### src/hdl/ldf_pkg.sv
`default_nettype none
package ldf_pkg;

  localparam int LEN_W = 32;

  localparam logic [1:0] KIND_BYTE   = 2'd0;
  localparam logic [1:0] KIND_ACCEPT = 2'd1;
  localparam logic [1:0] KIND_BADEND = 2'd2;
  localparam logic [1:0] KIND_CLOSED = 2'd3;

  typedef struct packed {
    logic [7:0] data_byte;
    logic       close_stream;
  } in_item_t;

  typedef struct packed {
    logic [1:0] kind;
    logic [7:0] payload;
  } out_item_t;

  typedef struct packed {
    logic      valid;
    out_item_t entry;
  } wr_t;

endpackage
`default_nettype wire

### src/hdl/ldf_front.sv
`default_nettype none
module ldf_front #(
  parameter int LENGTH_BYTES = 4
) (
  input  wire logic             clk,
  input  wire logic             rst,
  input  wire logic             accept,
  input  wire ldf_pkg::in_item_t item,
  output ldf_pkg::wr_t          wr,
  output logic                  halted
);
  import ldf_pkg::*;

  localparam int HCW = (LENGTH_BYTES > 1) ? $clog2(LENGTH_BYTES) : 1;
  localparam logic [HCW-1:0] HC_LAST = HCW'(LENGTH_BYTES - 1);

  typedef enum logic [3:0] {
    PH_HEADER = 4'b0001,
    PH_BODY   = 4'b0010,
    PH_TERM   = 4'b0100,
    PH_HALT   = 4'b1000
  } phase_t;

  phase_t             phase, phase_next;
  logic [HCW-1:0]     header_count, header_count_next;
  logic [LEN_W-1:0]   body_length, body_length_next;
  logic [LEN_W-1:0]   bytes_remaining, bytes_remaining_next;
  logic [LEN_W-1:0]   shifted;

  assign shifted = {body_length[LEN_W-9:0], item.data_byte};
  assign halted  = (phase == PH_HALT);

  always_comb begin
    phase_next           = phase;
    header_count_next    = header_count;
    body_length_next     = body_length;
    bytes_remaining_next = bytes_remaining;
    wr.valid             = 1'b0;
    wr.entry.kind        = KIND_BYTE;
    wr.entry.payload     = 8'd0;
    if (accept && (phase != PH_HALT)) begin
      if (item.close_stream) begin
        phase_next    = PH_HALT;
        wr.valid      = 1'b1;
        wr.entry.kind = KIND_CLOSED;
      end else begin
        case (phase)
          PH_HEADER: begin
            body_length_next = shifted;
            if (header_count == HC_LAST) begin
              header_count_next    = '0;
              bytes_remaining_next = shifted;
              phase_next           = (shifted == '0) ? PH_TERM : PH_BODY;
            end else begin
              header_count_next = header_count + HCW'(1);
            end
          end
          PH_BODY: begin
            bytes_remaining_next = bytes_remaining - LEN_W'(1);
            if (bytes_remaining == LEN_W'(1)) begin
              phase_next = PH_TERM;
            end
            wr.valid         = 1'b1;
            wr.entry.kind    = KIND_BYTE;
            wr.entry.payload = item.data_byte;
          end
          PH_TERM: begin
            wr.valid = 1'b1;
            if (item.data_byte == 8'd0) begin
              phase_next           = PH_HEADER;
              header_count_next    = '0;
              body_length_next     = '0;
              bytes_remaining_next = '0;
              wr.entry.kind        = KIND_ACCEPT;
            end else begin
              phase_next    = PH_HALT;
              wr.entry.kind = KIND_BADEND;
            end
          end
          default: begin
            phase_next = phase;
          end
        endcase
      end
    end
  end

  always_ff @(posedge clk) begin
    if (rst) begin
      phase           <= PH_HEADER;
      header_count    <= '0;
      body_length     <= '0;
      bytes_remaining <= '0;
    end else begin
      phase           <= phase_next;
      header_count    <= header_count_next;
      body_length     <= body_length_next;
      bytes_remaining <= bytes_remaining_next;
    end
  end

endmodule
`default_nettype wire

### src/hdl/ldf_queue.sv
`default_nettype none
module ldf_queue #(
  parameter int DEPTH = 4
) (
  input  wire logic              clk,
  input  wire logic              rst,
  input  wire ldf_pkg::wr_t      wr,
  input  wire logic              pop,
  output ldf_pkg::out_item_t     head,
  output logic                   empty,
  output logic                   full
);
  import ldf_pkg::*;

  localparam int AW = (DEPTH > 1) ? $clog2(DEPTH) : 1;
  localparam int CW = $clog2(DEPTH + 1);
  localparam logic [AW-1:0] PTR_LAST = AW'(DEPTH - 1);

  out_item_t       slots [DEPTH];
  logic [AW-1:0]   wr_ptr, rd_ptr;
  logic [CW-1:0]   count;
  logic            do_push, do_pop;

  assign empty   = (count == '0);
  assign full    = (count == CW'(DEPTH));
  assign do_push = wr.valid;
  assign do_pop  = pop && !empty;
  assign head    = slots[rd_ptr];

  always_ff @(posedge clk) begin
    if (do_push) begin
      slots[wr_ptr] <= wr.entry;
    end
  end

  always_ff @(posedge clk) begin
    if (rst) begin
      wr_ptr <= '0;
      rd_ptr <= '0;
      count  <= '0;
    end else begin
      if (do_push) begin
        wr_ptr <= (wr_ptr == PTR_LAST) ? '0 : wr_ptr + AW'(1);
      end
      if (do_pop) begin
        rd_ptr <= (rd_ptr == PTR_LAST) ? '0 : rd_ptr + AW'(1);
      end
      case ({do_push, do_pop})
        2'b10:   count <= count + CW'(1);
        2'b01:   count <= count - CW'(1);
        default: count <= count;
      endcase
    end
  end

endmodule
`default_nettype wire

### src/hdl/length_prefixed_packet_deframer.sv
// Length-prefixed packet deframer. Takes one stream byte per beat: each frame
// is a LENGTH_BYTES big-endian body length, the body bytes, then a zero
// terminator. Every body byte comes out as kind 0, a good terminator as kind 1
// (also for an empty body), a nonzero terminator as kind 2 and a close as
// kind 3; after kinds 2 and 3 the block halts and gives nothing until reset.
// One byte is accepted every cycle while full is low; its result is written
// to the result queue and shows on result once those ahead are popped. full
// rises only when DEPTH results wait unpopped, so the byte rate is set by the
// reader alone. No clearing pass after reset.
`default_nettype none
module length_prefixed_packet_deframer #(
  parameter int LENGTH_BYTES = 4,
  parameter int DEPTH        = 4
) (
  input  wire logic               clk,
  input  wire logic               rst,
  input  wire logic               push,
  output logic                    full,
  input  wire ldf_pkg::in_item_t  item,
  output logic                    empty,
  input  wire logic               pop,
  output ldf_pkg::out_item_t      result
);
  import ldf_pkg::*;

  wr_t  wr;
  logic halted;
  logic accept;

  assign accept = push && !full;

  ldf_front #(
    .LENGTH_BYTES(LENGTH_BYTES)
  ) u_front (
    .clk    (clk),
    .rst    (rst),
    .accept (accept),
    .item   (item),
    .wr     (wr),
    .halted (halted)
  );

  ldf_queue #(
    .DEPTH(DEPTH)
  ) u_queue (
    .clk   (clk),
    .rst   (rst),
    .wr    (wr),
    .pop   (pop),
    .head  (result),
    .empty (empty),
    .full  (full)
  );

  a_halt_holds: assert property (@(posedge clk) disable iff (rst)
    halted |=> halted) else $error("deframer left halt without reset");

  a_halt_silent: assert property (@(posedge clk) disable iff (rst)
    halted |-> !wr.valid) else $error("result written while halted");

  a_close_result: assert property (@(posedge clk) disable iff (rst)
    (accept && item.close_stream && !halted) |=> (!empty && halted))
    else $error("close beat gave no result");

  a_payload_zero: assert property (@(posedge clk) disable iff (rst)
    (!empty && (result.kind != KIND_BYTE)) |-> (result.payload == 8'd0))
    else $error("nonzero payload on status result");

endmodule
`default_nettype wire
### config.mk
export PLATFORM = sky130hd
export DESIGN_NAME = length_prefixed_packet_deframer
export DESIGN_NICKNAME = d
export VERILOG_FILES = /design/src/hdl/ldf_pkg.sv /design/src/hdl/ldf_front.sv /design/src/hdl/ldf_queue.sv /design/src/hdl/length_prefixed_packet_deframer.sv
export SDC_FILE = /design/constraint.sdc
export NUM_CORES = 1
export LEC_CHECK = 0
export BUFFER_PORTS_ARGS = -buffer_cell sky130_fd_sc_hd__buf_2
export CORE_MARGIN = 4
export CORE_UTILIZATION = 56
export DETAILED_ROUTE_END_ITERATION = 7
export GPL_ROUTABILITY_DRIVEN = 0
export PLACE_DENSITY = 0.76
export SYNTH_ARGS = -nofsm -noshare
export SYNTH_HDL_FRONTEND = slang
export SYNTH_SLANG_ARGS = --single-unit
### constraint.sdc
create_clock -name clk -period 2.3 [get_ports clk]
set_input_delay 0.46 -clock clk [delete_from_list [all_inputs] [get_ports clk]]
set_output_delay 0.46 -clock clk [all_outputs]
set_load 0.01 [all_outputs]
==> metrics <==
status=completed; post-placement cell count=726; Final setup viols=0; vias in the first global route=4548; origin of the worst min-delay path=item[0]; Distinct cells, synth=61; WP data required=~2.6 ns; multiplexer area fraction after synthesis=under 10%; # rows=36; Final Hold Viols=0; largest net degree at the start of global routing=31; Register-to-Register Path Depth=10; TritonCTS clock tree=done; layout cells sized above 1=a little under a fifth; initial antenna violation count=0; Routed WL=14330 microns; Post-synth EDFFs=40; crit path launch type=flop; Crit. End Element=flop; simple-gate area share of the yosys netlist=21.38%; most common cell type on the critical path=inv_1; Final Max Tran Viols=0; Hold Buf Count CTS=0; Final Instance Area=6277 sq um; post-synthesis sequential area ratio=46.87%; post-synthesis register bit count=approximately 110; Net Switching=~1.2 mW; Seq pwr share=53.6%; crit path launch=u_front.phase[2]; Avg Cell Area, Syn=just under 10 sq um; TritonCTS buffer count=9; most frequent cells in the layout=dfxtp_1, nor2_1, edfxtp_1; Post-Synth XOR/XNOR Area=0.7826%; Area after DPL=between 6000 and 7000 sq um; Reg2Reg Capture Point=u_queue.count[2]; final cell count without fillers=roughly 740; fill count=a little over 800; Achievable Freq=439.9 MHz; post-synthesis cell count=564; P&R area growth vs syn=12.19%; RSZ-0062 raised after global routing=true; Synth Area in Compound Gates=14.89%; slowest stage delay, CP=between 0.5 and 0.6 ns; combinational family with the most area after synthesis=simple AND/OR/NAND/NOR gates; CORE AREA=9774 sq um; WP buf/inv=2; Worst-Margin Slew=0.6372 ns; final worst path period share=a little over nine tenths; Iter 0 DRT Violations=476; gr usage total=between 20% and 30%; Gate power share=18.2%; clk slew on worst S/H paths=0.12 ns; wire per inst=19.31 microns; WHS Endpoint=u_front.phase[1]; worst relative slew slack=between 50 and 60%; Tmin final=2.273 ns; TritonRoute pass-1 iters=6; IO Port Bufs=24; max_cap viols=0; Static Leak=2.250 nW; Post-Syn Nets=587; Die ar.=11660 sq um; I/O pin count=25; share of flip-flops with an asynchronous set or reset=0%; skew final=approximately 0.02 ns; H-tree depth=3; Die X=108.0 microns; clock group share of total power=between 20% and 30%; Pint=2.885 mW; Die Y=108.0 microns; R2R Path Start=u_front.phase[2]; total power=4.045 mW; Synth Warn #=0; vias per inst=6.420; HP Class=in -> reg; Top FF cell, synth=dfxtp_1; largest fanout on the critical path=3; setup TNS=0 ns; Num Clock Sinks=111; commonest non-fill, non-tap cell in the layout=dfxtp_1; post-route ant nets=0; via count=4764; Critical Path AT=between 2 and 3 ns; Starting Density=a little under three fifths; clk_lat worst skew=0.38 ns; slowest CP cell=or4b_4; worst vdd ir=0.3230 mV; n_diodes=0; Post-Syn Area=5595 sq um; cell family with most CP delay=simple AND/OR/NAND/NOR gates; WHS Path Cells=4; R2R setup slack=0.03 ns; root buffer cell=clkbuf_8; Worst Setup Path Type=reg -> reg; CP cell instances=or4b_4 > nand3_4 > a21oi_4 > inv_1 > ha_2 > inv_1 > fa_2 > xor2_1 > or3_1 > a21oi_2; clock buffer depth=2; Layout Nets=627; DP HPWL=9872 microns; switching fraction of total power=28.66%; power density cells=between 600 and 700 nW/um^2; global-route wire length before repair=approximately 23000 microns; Post-Synth Adder-Cell Area=2.370%; Post-route DRC=0; Congestion Overflow GR=0
[worst max-delay path by stage]
stage	depth (start not counted)	slack, ns	to
after floorplan	11	-0.004	u_queue.count[2]
after CTS	10	0.003	u_queue.count[2]
after detailed placement	10	0.03	u_queue.count[2]
after global placement	10	0.08	u_queue.count[2]
after global routing	10	-0.09	u_queue.count[2]
final	10	0.03	u_queue.count[2]
[through the flow]
stage	setup slack [ns]	hold WS (ns)	utilization, %
global route	-0.09126	0.4657	64.22
floorplan	-0.004273	0.4491	-
finish	0.02669	0.4537	64.22
CTS	0.003067	0.4439	64.00
global placement	0.07656	0.4575	62.11
detailed placement	0.02693	0.4632	62.11
[layout make-up]
class / instances / area (sq um) / area share [%]
flip-flops and latches: 111 / 2626 / 41.84
inverters: 17 / 63.81 / 1.017
multi-input cells: 400 / 2783 / 44.33
clock inverters: 7 / 61.31 / 0.9767
well taps: 133 / 166.4 / 2.651
clock buffers: 9 / 123.9 / 1.973
repair buffers: 65 / 452.9 / 7.215
[cells in the mapped netlist (3+ instances only)]
| library cell | instances | area share (%) |
|---|---|---|
| nor3b_1 | 3 | 0.40 |
| o21ai_1 | 12 | 1.1 |
| o31ai_1 | 6 | 0.80 |
| nor2_1 | 59 | 4.0 |
| ha_1 | 9 | 2.0 |
| o32ai_1 | 6 | 0.94 |
| mux4_2 | 10 | 4.0 |
| buf_6 | 4 | 0.80 |
| buf_4 | 5 | 0.67 |
| a221oi_1 | 3 | 0.47 |
| o21ai_0 | 10 | 0.89 |
| buf_1 | 5 | 0.34 |
| a32o_1 | 7 | 1.3 |
| a21oi_1 | 41 | 3.7 |
| a21o_1 | 5 | 0.67 |
| or4b_1 | 3 | 0.54 |
| a211oi_1 | 3 | 0.40 |
| edfxtp_1 | 40 | 21 |
| nand2_1 | 30 | 2.0 |
| xnor2_1 | 3 | 0.47 |
| a31oi_1 | 8 | 0.89 |
| nor3_1 | 22 | 2.0 |
| clkbuf_1 | 19 | 1.3 |
| nor4b_1 | 3 | 0.47 |
| inv_1 | 16 | 1.1 |
| a31o_1 | 3 | 0.47 |
| nand4_1 | 8 | 0.89 |
| nand2b_1 | 3 | 0.34 |
| or3_1 | 7 | 0.78 |
| o211ai_1 | 3 | 0.40 |
| or4_1 | 4 | 0.54 |
| dfxtp_1 | 71 | 25 |
| mux2i_1 | 29 | 5.2 |
| buf_2 | 3 | 0.27 |
| nand3_1 | 8 | 0.72 |
| and2_1 | 39 | 4.4 |
| a22oi_1 | 6 | 0.80 |
| nor4_1 | 17 | 1.9 |
[flip-flops by register name, indices dropped and copies added (netlist names), named ones only]
register	flops
u_queue.wr_ptr	2
u_queue.count	3
u_queue.rd_ptr	2
u_front.bytes_remaining	32
u_front.header_count	2
u_front.phase	4
u_front.body_length	24
u_queue.slots	40
[what timing repair did]
item | 4_1_cts | 5_1_grt
setup buffers | 0 | 0
setup endpoints to repair | 0 | 7
resized for setup | 0 | 7
[worst register-to-register path: stages (launching register included)]
cell and delay (ns):
dfxtp_1 0.35, or4b_4 0.54, nand3_4 0.09, a21oi_4 0.04
inv_1 0.06, ha_2 0.17, inv_1 0.05, fa_2 0.33
xor2_1 0.15, or3_1 0.32, a21oi_2 0.11
[metal layers]
layer / share of wire [%] / global-route usage, % / up-vias / routed length (microns)
li1: - / - / 2179 / -
met1: 41 / 33.50 / 2289 / 5913
met2: 49 / 43.07 / 258 / 6965
met3: 7.8 / 3.403 / 38 / 1116
met4: 2.3 / 8.656 / 0 / 335
met5: 0 / 0 / - / 0
[cells by family after synthesis]
family / count (synthesis)
simple gates: 221
compound gates: 125
flops: 111
buf+inv: 53
mux: 39
fa+ha+maj: 10
xor+xnor: 5
[power groups by stage]
stage          Clock [mW]  Combinational, mW  Sequential [mW]
2_1_floorplan           0              0.505             2.19
3_3_place_gp            0              0.722             2.20
3_5_place_dp            0              0.735             2.21
4_1_cts              1.14              0.741             2.16
5_1_grt              1.23              0.811             2.17
6_report             1.14              0.738             2.17
No activity file was read; power rests on OpenSTA's default activity.
